File: config.mk
export PLATFORM = sky130hd
export DESIGN_NAME = sample_to_decimal_text
export DESIGN_NICKNAME = d
export VERILOG_FILES = /design/src/s2dt_pkg.sv /design/src/sample_to_decimal_text.sv /design/src/s2dt_front.sv /design/src/s2dt_queue.sv /design/src/s2dt_back.sv
export SDC_FILE = /design/constraint.sdc
export NUM_CORES = 1
export LEC_CHECK = 0
export BUFFER_PORTS_ARGS = -buffer_cell sky130_fd_sc_hd__buf_2
export CAP_MARGIN = 5
export CORE_UTILIZATION = 60
export CTS_CLUSTER_SIZE = 14
export DETAILED_ROUTE_END_ITERATION = 6
export PLACE_DENSITY_LB_ADDON = 0.08
export SLEW_MARGIN = 30
export SYNTH_ARGS = -nofsm -noshare
export SYNTH_HDL_FRONTEND = slang
export SYNTH_HIERARCHICAL = 1
export SYNTH_SLANG_ARGS = --single-unit
export TNS_END_PERCENT = 30
File: constraint.sdc
create_clock -name clk -period 7 [get_ports clk]
set_input_delay 0.35 -clock clk [delete_from_list [all_inputs] [get_ports clk]]
set_output_delay 0.35 -clock clk [all_outputs]
set_load 0.05 [all_outputs]
File: src/s2dt_pkg.sv
`timescale 1ns / 1ps

package s2dt_pkg;

    // Depth register codes.
    localparam logic [1:0] DEPTH_8BIT  = 2'd0;
    localparam logic [1:0] DEPTH_16BIT = 2'd1;

    // Characters written by the block.
    localparam logic [7:0] CHAR_ZERO    = 8'd48;
    localparam logic [7:0] CHAR_SPACE   = 8'd32;
    localparam logic [7:0] CHAR_NEWLINE = 8'd10;

    // floor(v / 10) == (v * RECIP_TEN) >> RECIP_SHIFT for every 16-bit v.
    localparam logic [15:0] RECIP_TEN   = 16'd52429;
    localparam int          RECIP_SHIFT = 19;

    // A 16-bit sample has at most five decimal digits.
    localparam int MAX_DIGITS = 5;
    localparam int DIGIT_IDX_W = $clog2(MAX_DIGITS);
    localparam int DIGIT_CNT_W = $clog2(MAX_DIGITS + 1);

    // Queue between the front and the back.
    localparam int QUEUE_DEPTH = 2;
    localparam int QUEUE_PTR_W = $clog2(QUEUE_DEPTH);
    localparam int QUEUE_CNT_W = $clog2(QUEUE_DEPTH + 1);

    typedef struct packed {
        logic [15:0] sample_value;
        logic        line_end;
    } sample_item_t;

    typedef struct packed {
        logic [7:0] text_byte;
        logic       run_last;
    } result_item_t;

    // Work held in the queue: the sample already masked to its depth.
    typedef struct packed {
        logic [15:0] value;
        logic        line_end;
    } work_item_t;

    // Queue status seen by the front and the back.
    typedef struct packed {
        logic full;
        logic empty;
    } queue_status_t;

    typedef enum logic [2:0] {
        BACK_IDLE,
        BACK_CONVERT,
        BACK_DIGITS,
        BACK_SPACE,
        BACK_NEWLINE
    } back_state_t;

endpackage

File: src/sample_to_decimal_text.sv
`timescale 1ns / 1ps

// Writes each pixel sample as plain-PPM text: its decimal digits with no
// leading zeros, a space, and a newline after the last sample of a
// scanline; run_last marks the final byte of each item. A front stage takes
// items and drops them when the depth register holds an unsupported code; a
// two-entry queue feeds the back stage, which finds one digit per cycle with
// a reciprocal multiply by one tenth, then writes one byte per cycle while
// the result side takes them. For each sample the back stage reads the item
// from the queue, converts its digits, writes them most significant first,
// then the space and, at a scanline's end, the newline; it takes the next
// item from the queue only after that. The result side holds one byte;
// the depth register should be written only while the block is idle.
module sample_to_decimal_text
    import s2dt_pkg::*;
(
    input  logic         clk,
    input  logic         rst_n,
    input  logic         cfg_valid,
    output logic         cfg_ready,
    input  logic [1:0]   cfg_data,
    input  logic         push,
    output logic         full,
    input  sample_item_t sample,
    output logic         empty,
    input  logic         pop,
    output result_item_t result
);

    queue_status_t q_status;
    logic          q_write;
    work_item_t    q_wr_data;
    logic          q_read;
    work_item_t    q_rd_data;

    s2dt_front u_front (
        .clk       (clk),
        .rst_n     (rst_n),
        .cfg_valid (cfg_valid),
        .cfg_ready (cfg_ready),
        .cfg_data  (cfg_data),
        .push      (push),
        .full      (full),
        .sample    (sample),
        .q_status  (q_status),
        .q_write   (q_write),
        .q_data    (q_wr_data)
    );

    s2dt_queue u_queue (
        .clk     (clk),
        .rst_n   (rst_n),
        .wr      (q_write),
        .wr_data (q_wr_data),
        .rd      (q_read),
        .rd_data (q_rd_data),
        .status  (q_status)
    );

    s2dt_back u_back (
        .clk      (clk),
        .rst_n    (rst_n),
        .q_status (q_status),
        .q_data   (q_rd_data),
        .q_read   (q_read),
        .empty    (empty),
        .pop      (pop),
        .result   (result)
    );

endmodule

File: src/s2dt_front.sv
`timescale 1ns / 1ps

module s2dt_front
    import s2dt_pkg::*;
(
    input  logic          clk,
    input  logic          rst_n,
    input  logic          cfg_valid,
    output logic          cfg_ready,
    input  logic [1:0]    cfg_data,
    input  logic          push,
    output logic          full,
    input  sample_item_t  sample,
    input  queue_status_t q_status,
    output logic          q_write,
    output work_item_t    q_data
);

    logic [1:0] depth_mode_reg;
    logic [1:0] depth_mode_next;
    logic       accept;

    assign cfg_ready = 1'b1;
    assign full      = q_status.full;
    assign accept    = push && !q_status.full;

    always_comb
    begin
        depth_mode_next = depth_mode_reg;
        if (cfg_valid && cfg_ready)
        begin
            depth_mode_next = cfg_data;
        end
    end

    always_ff @(posedge clk or negedge rst_n)
    begin
        if (!rst_n)
        begin
            depth_mode_reg <= DEPTH_8BIT;
        end
        else
        begin
            depth_mode_reg <= depth_mode_next;
        end
    end

    // Items taken at an unsupported depth are dropped here and never queued.
    always_comb
    begin
        q_write           = 1'b0;
        q_data.line_end   = sample.line_end;
        q_data.value      = sample.sample_value;
        unique case (depth_mode_reg)
            DEPTH_8BIT:
            begin
                q_write      = accept;
                q_data.value = {8'd0, sample.sample_value[7:0]};
            end
            DEPTH_16BIT:
            begin
                q_write = accept;
            end
            default:
            begin
                q_write = 1'b0;
            end
        endcase
    end

endmodule

File: src/s2dt_queue.sv
`timescale 1ns / 1ps

module s2dt_queue
    import s2dt_pkg::*;
(
    input  logic          clk,
    input  logic          rst_n,
    input  logic          wr,
    input  work_item_t    wr_data,
    input  logic          rd,
    output work_item_t    rd_data,
    output queue_status_t status
);

    work_item_t               mem_reg [QUEUE_DEPTH];
    logic [QUEUE_PTR_W-1:0]   wr_ptr_reg;
    logic [QUEUE_PTR_W-1:0]   wr_ptr_next;
    logic [QUEUE_PTR_W-1:0]   rd_ptr_reg;
    logic [QUEUE_PTR_W-1:0]   rd_ptr_next;
    logic [QUEUE_CNT_W-1:0]   count_reg;
    logic [QUEUE_CNT_W-1:0]   count_next;
    logic                     do_wr;
    logic                     do_rd;

    assign status.full  = (count_reg == QUEUE_CNT_W'(QUEUE_DEPTH));
    assign status.empty = (count_reg == '0);
    assign do_wr        = wr && !status.full;
    assign do_rd        = rd && !status.empty;
    assign rd_data      = mem_reg[rd_ptr_reg];

    always_comb
    begin
        wr_ptr_next = wr_ptr_reg;
        rd_ptr_next = rd_ptr_reg;
        count_next  = count_reg;
        if (do_wr)
        begin
            wr_ptr_next = (wr_ptr_reg == QUEUE_PTR_W'(QUEUE_DEPTH - 1)) ? '0
                        : wr_ptr_reg + 1'b1;
        end
        if (do_rd)
        begin
            rd_ptr_next = (rd_ptr_reg == QUEUE_PTR_W'(QUEUE_DEPTH - 1)) ? '0
                        : rd_ptr_reg + 1'b1;
        end
        if (do_wr && !do_rd)
        begin
            count_next = count_reg + 1'b1;
        end
        else if (do_rd && !do_wr)
        begin
            count_next = count_reg - 1'b1;
        end
    end

    always_ff @(posedge clk or negedge rst_n)
    begin
        if (!rst_n)
        begin
            wr_ptr_reg <= '0;
            rd_ptr_reg <= '0;
            count_reg  <= '0;
        end
        else
        begin
            wr_ptr_reg <= wr_ptr_next;
            rd_ptr_reg <= rd_ptr_next;
            count_reg  <= count_next;
        end
    end

    always_ff @(posedge clk)
    begin
        if (do_wr)
        begin
            mem_reg[wr_ptr_reg] <= wr_data;
        end
    end

endmodule

File: src/s2dt_back.sv
`timescale 1ns / 1ps

module s2dt_back
    import s2dt_pkg::*;
(
    input  logic          clk,
    input  logic          rst_n,
    input  queue_status_t q_status,
    input  work_item_t    q_data,
    output logic          q_read,
    output logic          empty,
    input  logic          pop,
    output result_item_t  result
);

    back_state_t              state_reg;
    back_state_t              state_next;
    logic [15:0]              value_reg;
    logic [15:0]              value_next;
    logic                     eol_reg;
    logic                     eol_next;
    logic [3:0]               digit_reg [MAX_DIGITS];
    logic                     digit_wr;
    logic [DIGIT_CNT_W-1:0]   count_reg;
    logic [DIGIT_CNT_W-1:0]   count_next;
    logic                     out_valid_reg;
    logic                     out_valid_next;
    result_item_t             out_reg;
    result_item_t             out_next;
    logic                     slot_free;
    logic [31:0]              product;
    logic [15:0]              quotient;
    logic [15:0]              times_ten;
    logic [15:0]              remainder;
    logic [DIGIT_IDX_W-1:0]   rd_idx;

    assign empty     = !out_valid_reg;
    assign result    = out_reg;
    assign slot_free = !out_valid_reg || pop;

    // Divide by ten through the reciprocal; the remainder is the next digit.
    assign product   = value_reg * RECIP_TEN;
    assign quotient  = {3'd0, product[31:RECIP_SHIFT]};
    assign times_ten = {quotient[12:0], 3'd0} + {quotient[14:0], 1'b0};
    assign remainder = value_reg - times_ten;
    assign rd_idx    = DIGIT_IDX_W'(count_reg - 1'b1);

    always_comb
    begin
        state_next     = state_reg;
        value_next     = value_reg;
        eol_next       = eol_reg;
        count_next     = count_reg;
        digit_wr       = 1'b0;
        q_read         = 1'b0;
        out_valid_next = out_valid_reg && !pop;
        out_next       = out_reg;
        unique case (state_reg)
            BACK_IDLE:
            begin
                if (!q_status.empty)
                begin
                    q_read     = 1'b1;
                    value_next = q_data.value;
                    eol_next   = q_data.line_end;
                    count_next = '0;
                    state_next = BACK_CONVERT;
                end
            end
            BACK_CONVERT:
            begin
                // Digits are found least significant first.
                digit_wr   = 1'b1;
                value_next = quotient;
                count_next = count_reg + 1'b1;
                if (quotient == '0)
                begin
                    state_next = BACK_DIGITS;
                end
            end
            BACK_DIGITS:
            begin
                if (slot_free)
                begin
                    out_valid_next     = 1'b1;
                    out_next.text_byte = CHAR_ZERO + {4'd0, digit_reg[rd_idx]};
                    out_next.run_last  = 1'b0;
                    count_next         = count_reg - 1'b1;
                    if (count_reg == DIGIT_CNT_W'(1))
                    begin
                        state_next = BACK_SPACE;
                    end
                end
            end
            BACK_SPACE:
            begin
                if (slot_free)
                begin
                    out_valid_next     = 1'b1;
                    out_next.text_byte = CHAR_SPACE;
                    out_next.run_last  = !eol_reg;
                    state_next         = eol_reg ? BACK_NEWLINE : BACK_IDLE;
                end
            end
            BACK_NEWLINE:
            begin
                if (slot_free)
                begin
                    out_valid_next     = 1'b1;
                    out_next.text_byte = CHAR_NEWLINE;
                    out_next.run_last  = 1'b1;
                    state_next         = BACK_IDLE;
                end
            end
            default:
            begin
                state_next = BACK_IDLE;
            end
        endcase
    end

    always_ff @(posedge clk or negedge rst_n)
    begin
        if (!rst_n)
        begin
            state_reg     <= BACK_IDLE;
            count_reg     <= '0;
            out_valid_reg <= 1'b0;
        end
        else
        begin
            state_reg     <= state_next;
            count_reg     <= count_next;
            out_valid_reg <= out_valid_next;
        end
    end

    always_ff @(posedge clk)
    begin
        value_reg <= value_next;
        eol_reg   <= eol_next;
        out_reg   <= out_next;
        if (digit_wr)
        begin
            digit_reg[DIGIT_IDX_W'(count_reg)] <= remainder[3:0];
        end
    end

endmodule
==> impl_metrics.csv <==
group,metric,value,unit
floorplan,start_util,61.55,%
critical_path,worstPathArrival,7.02,ns
floorplan,num_io_pins,36,
placed_design,place.port_buffers,32,
drt,first_pass_iters,5,
drt,num_vias,5872,
drt,wl_per_cell,18.86,µm
grt,grt_pass1_vias,6115,
timing,hold_viol,0,
clock_network,cts.root.buffer_cell,"clkbuf_16",
floorplan,die_h,124.3,µm
critical_path,startpoint_type,"register",
placed_design,dpl.hpwl,16.55,mm
drt,drt_iter0_markers,288,
clock_network,cts_buffers,9,
synthesis,netlist_area,8980,µm²
drt,wl,19.61,mm
timing,final.min_clock_period,6.801,ns
floorplan,core_area,14590,µm²
drt,antenna_left,0,
synthesis,synthesis.instances,830,
clock_network,clk_latency,0.34,ns
drt,remaining_drc_errors,0,
critical_path,path_buf_inv,3,
min_path,min_from,"sample[0]",
placed_design,place.gp.congestion,0.9441,
timing,drv_slew,0,
final_layout,final_nets,1093,
timing,maxSlewHeadroom,39.22,%
critical_path,critPathKind,"register to register",
synthesis,async_flop_share,14.29,%
timing,tightest_slew,0.9034,ns
synthesis,synth_top_area_share,26.08,%
synthesis,ys_seq_area_share,29.71,%
timing,setup_tns,0,ns
final_layout,multi_input_area,5459,µm²
critical_path,crit_fanout,6,
critical_path,crit_start,"u_back/value_reg[3]",
timing,skew,0.01069,ns
final_layout,antenna_cells,0,
timing,fmaxAchievable,147.0,MHz
synthesis,synth_seq_cells,91,
grt,grt_pass1_wl,31.62,mm
grt,antenna_found_initial,0,
critical_path,crit_family,"adder cells",
critical_path,slowest_stage,"or4b_4",
drt,vias_per_cell,5.646,
critical_path,r2r-start,"u_back/value_reg[3]",
floorplan,die_x,124.3,µm
timing,rsz0062_at_grt,"no",
final_layout,register_area,2668,µm²
timing,fin_crit_sh,97.16,%
final_layout,final_layout_size_suffix_gt1_share,10.86,%
critical_path,crit_path_frequent_cell,"fa_1",
min_path,hold_path.class,"primary input to register",
synthesis,ys_types,68,
synthesis,yosys-top-cells-area,"edfxtp_1, ha_1, fa_1, inv_1, dfrtp_1",
critical_path,crit_required,7.22,ns
final_layout,final_cell_mix,"inv_1, ha_1, fa_1, edfxtp_1, nand2_1",
flow_run,max_cap_violations,0,
grt,grt_max_degree,31,
clock_network,clk_pin_slew,0.07,ns
clock_network,htreeDepth,3,
synthesis,synth_area_per_cell,10.82,µm²
run_status,outcome,"finished, final reports clean",
timing,setup_viol,0,
synthesis,synth_edf_count,78,
final_layout,final_common_cell,"inv_1",
critical_path,path_cells,"buf_4 -> ha_1 -> inv_1 -> fa_1 -> inv_1 -> fa_1 -> fa_1 -> fa_1 -> fa_1 -> ha_1 -> a221o_1 -> a31o_1 -> a31oi_4 -> nor2_2 -> or4_4 -> a211oi_2 -> nand4_1 -> or4b_4 -> a211o_1",
clock_network,clockBufferDepth,2,
final_layout,fill_cells,1140,
clock_network,cts_tree,"built",
synthesis,yosys.area.top_type,"edfxtp_1",
critical_path,slowest_delay,0.54,ns
floorplan,rows,44,
grt,track_usage,26.67,%
timing,hold_ws,0.1960,ns
floorplan,fp.dieArea,15460,µm²
final_layout,area_growth,6.897,%
critical_path,cp-end-kind,"register",
final_layout,largest_reg_flops,34,
grt,overflow,0,
clock_network,clock-sinks,91,
synthesis,ys_warn_count,6,
synthesis,synthFlopType,"edfxtp_1",
==> layout make-up <==
class,count,area share (%)
Tap cell,184,2.398
Clock buffer,9,2.346
Multi-Input combinational cell,530,56.87
Inverter,179,7.013
Timing Repair Buffer,40,2.320
Sequential cell,91,27.79
Clock inverter,7,1.264
==> logic make-up (layout without fill, tap and decap cells) <==
family                     count (synthesis)  count (layout)  share of synthesized area (%)
muxes                                     30              30                          4.556
xor gates and xnor gates                  26              26                          2.536
buffers and inverters                    210             235                          9.767
DFF                                       91              91                          29.71
other                                      2               3                        0.08363
AOI/OAI and AO/OA                        118             118                          8.959
adders and majority gates                218             218                          36.98
and+or+nand+nor                          135             135                          7.413
==> path summary, 6_finish.rpt <==
check / to / cells after the start / slack [ns]
setup reg to reg: u_back/state_reg[0] / 19 / 0.20
setup / recovery: u_back/state_reg[0] / 19 / 0.20
max in group asynchronous: u_back/state_reg[0] / 2 / 6.30
hold reg to reg: u_queue/wr_ptr_reg / 1 / 0.51
hold / removal: u_queue/mem_reg[1][0] / 1 / 0.20
min in group asynchronous: u_back/count_reg[0] / 2 / 0.44
==> stage by stage <==
| step | worst slack (ns) | instances | instance area (µm²) | utilization (%) |
|---|---|---|---|---|
| 5_1_grt | 0.001389 | 1040 | 9599 | 65.80 |
| 3_5_place_dp | 0.2176 | 1021 | 9208 | 63.11 |
| 4_1_cts | 0.1437 | 1038 | 9564 | 65.56 |
| 6_report | 0.1990 | 1040 | 9599 | 65.80 |
| 3_3_place_gp | 0.2233 | 1021 | 9208 | 63.11 |
| 2_1_floorplan | 0.6104 | 831 | 8984 | - |
==> synthesized netlist by cell type, types with 4 or more instances <==
cell type and n:
o21ai_0 21, a31oi_1 6, mux2_2 10, mux2i_1 6
a211oi_1 5, nand2_1 48, dfrtp_1 13, mux2_4 9
ha_1 139, fa_1 79, edfxtp_1 78, o21bai_1 4
and3_1 6, a21oi_1 26, buf_4 13, clkbuf_1 14
nor4_1 8, and2_1 8, mux4_2 4, nor3_1 4
nor2_1 28, a21o_1 12, inv_1 178, nand3_1 9
nand2b_1 4, o2111ai_1 4, xor2_1 10, xnor2_1 16
o21a_1 10, o21ai_1 4
==> metal layers <==
metal,wire length [µm],vias to the layer above,share of wire (%),global-route usage [%]
met2,9930,116,51,45.82
met5,0,-,0,0
li1,-,2822,-,-
met3,629,30,3.2,3.651
met4,484,0,2.5,8.150
met1,8567,2904,44,35.07
==> timing repair <==
action | CTS | global route
endpoints found under the hold margin | 13 | 0
buffers inserted | 0 | 2
resized for setup | 0 | 3
hold buffers | 1 | 0
setup endpoints to repair | 0 | 1
Power is left out: the tool's default activity adds up to more than one toggle a clock period on the data nets, which glitch-free logic cannot reach.
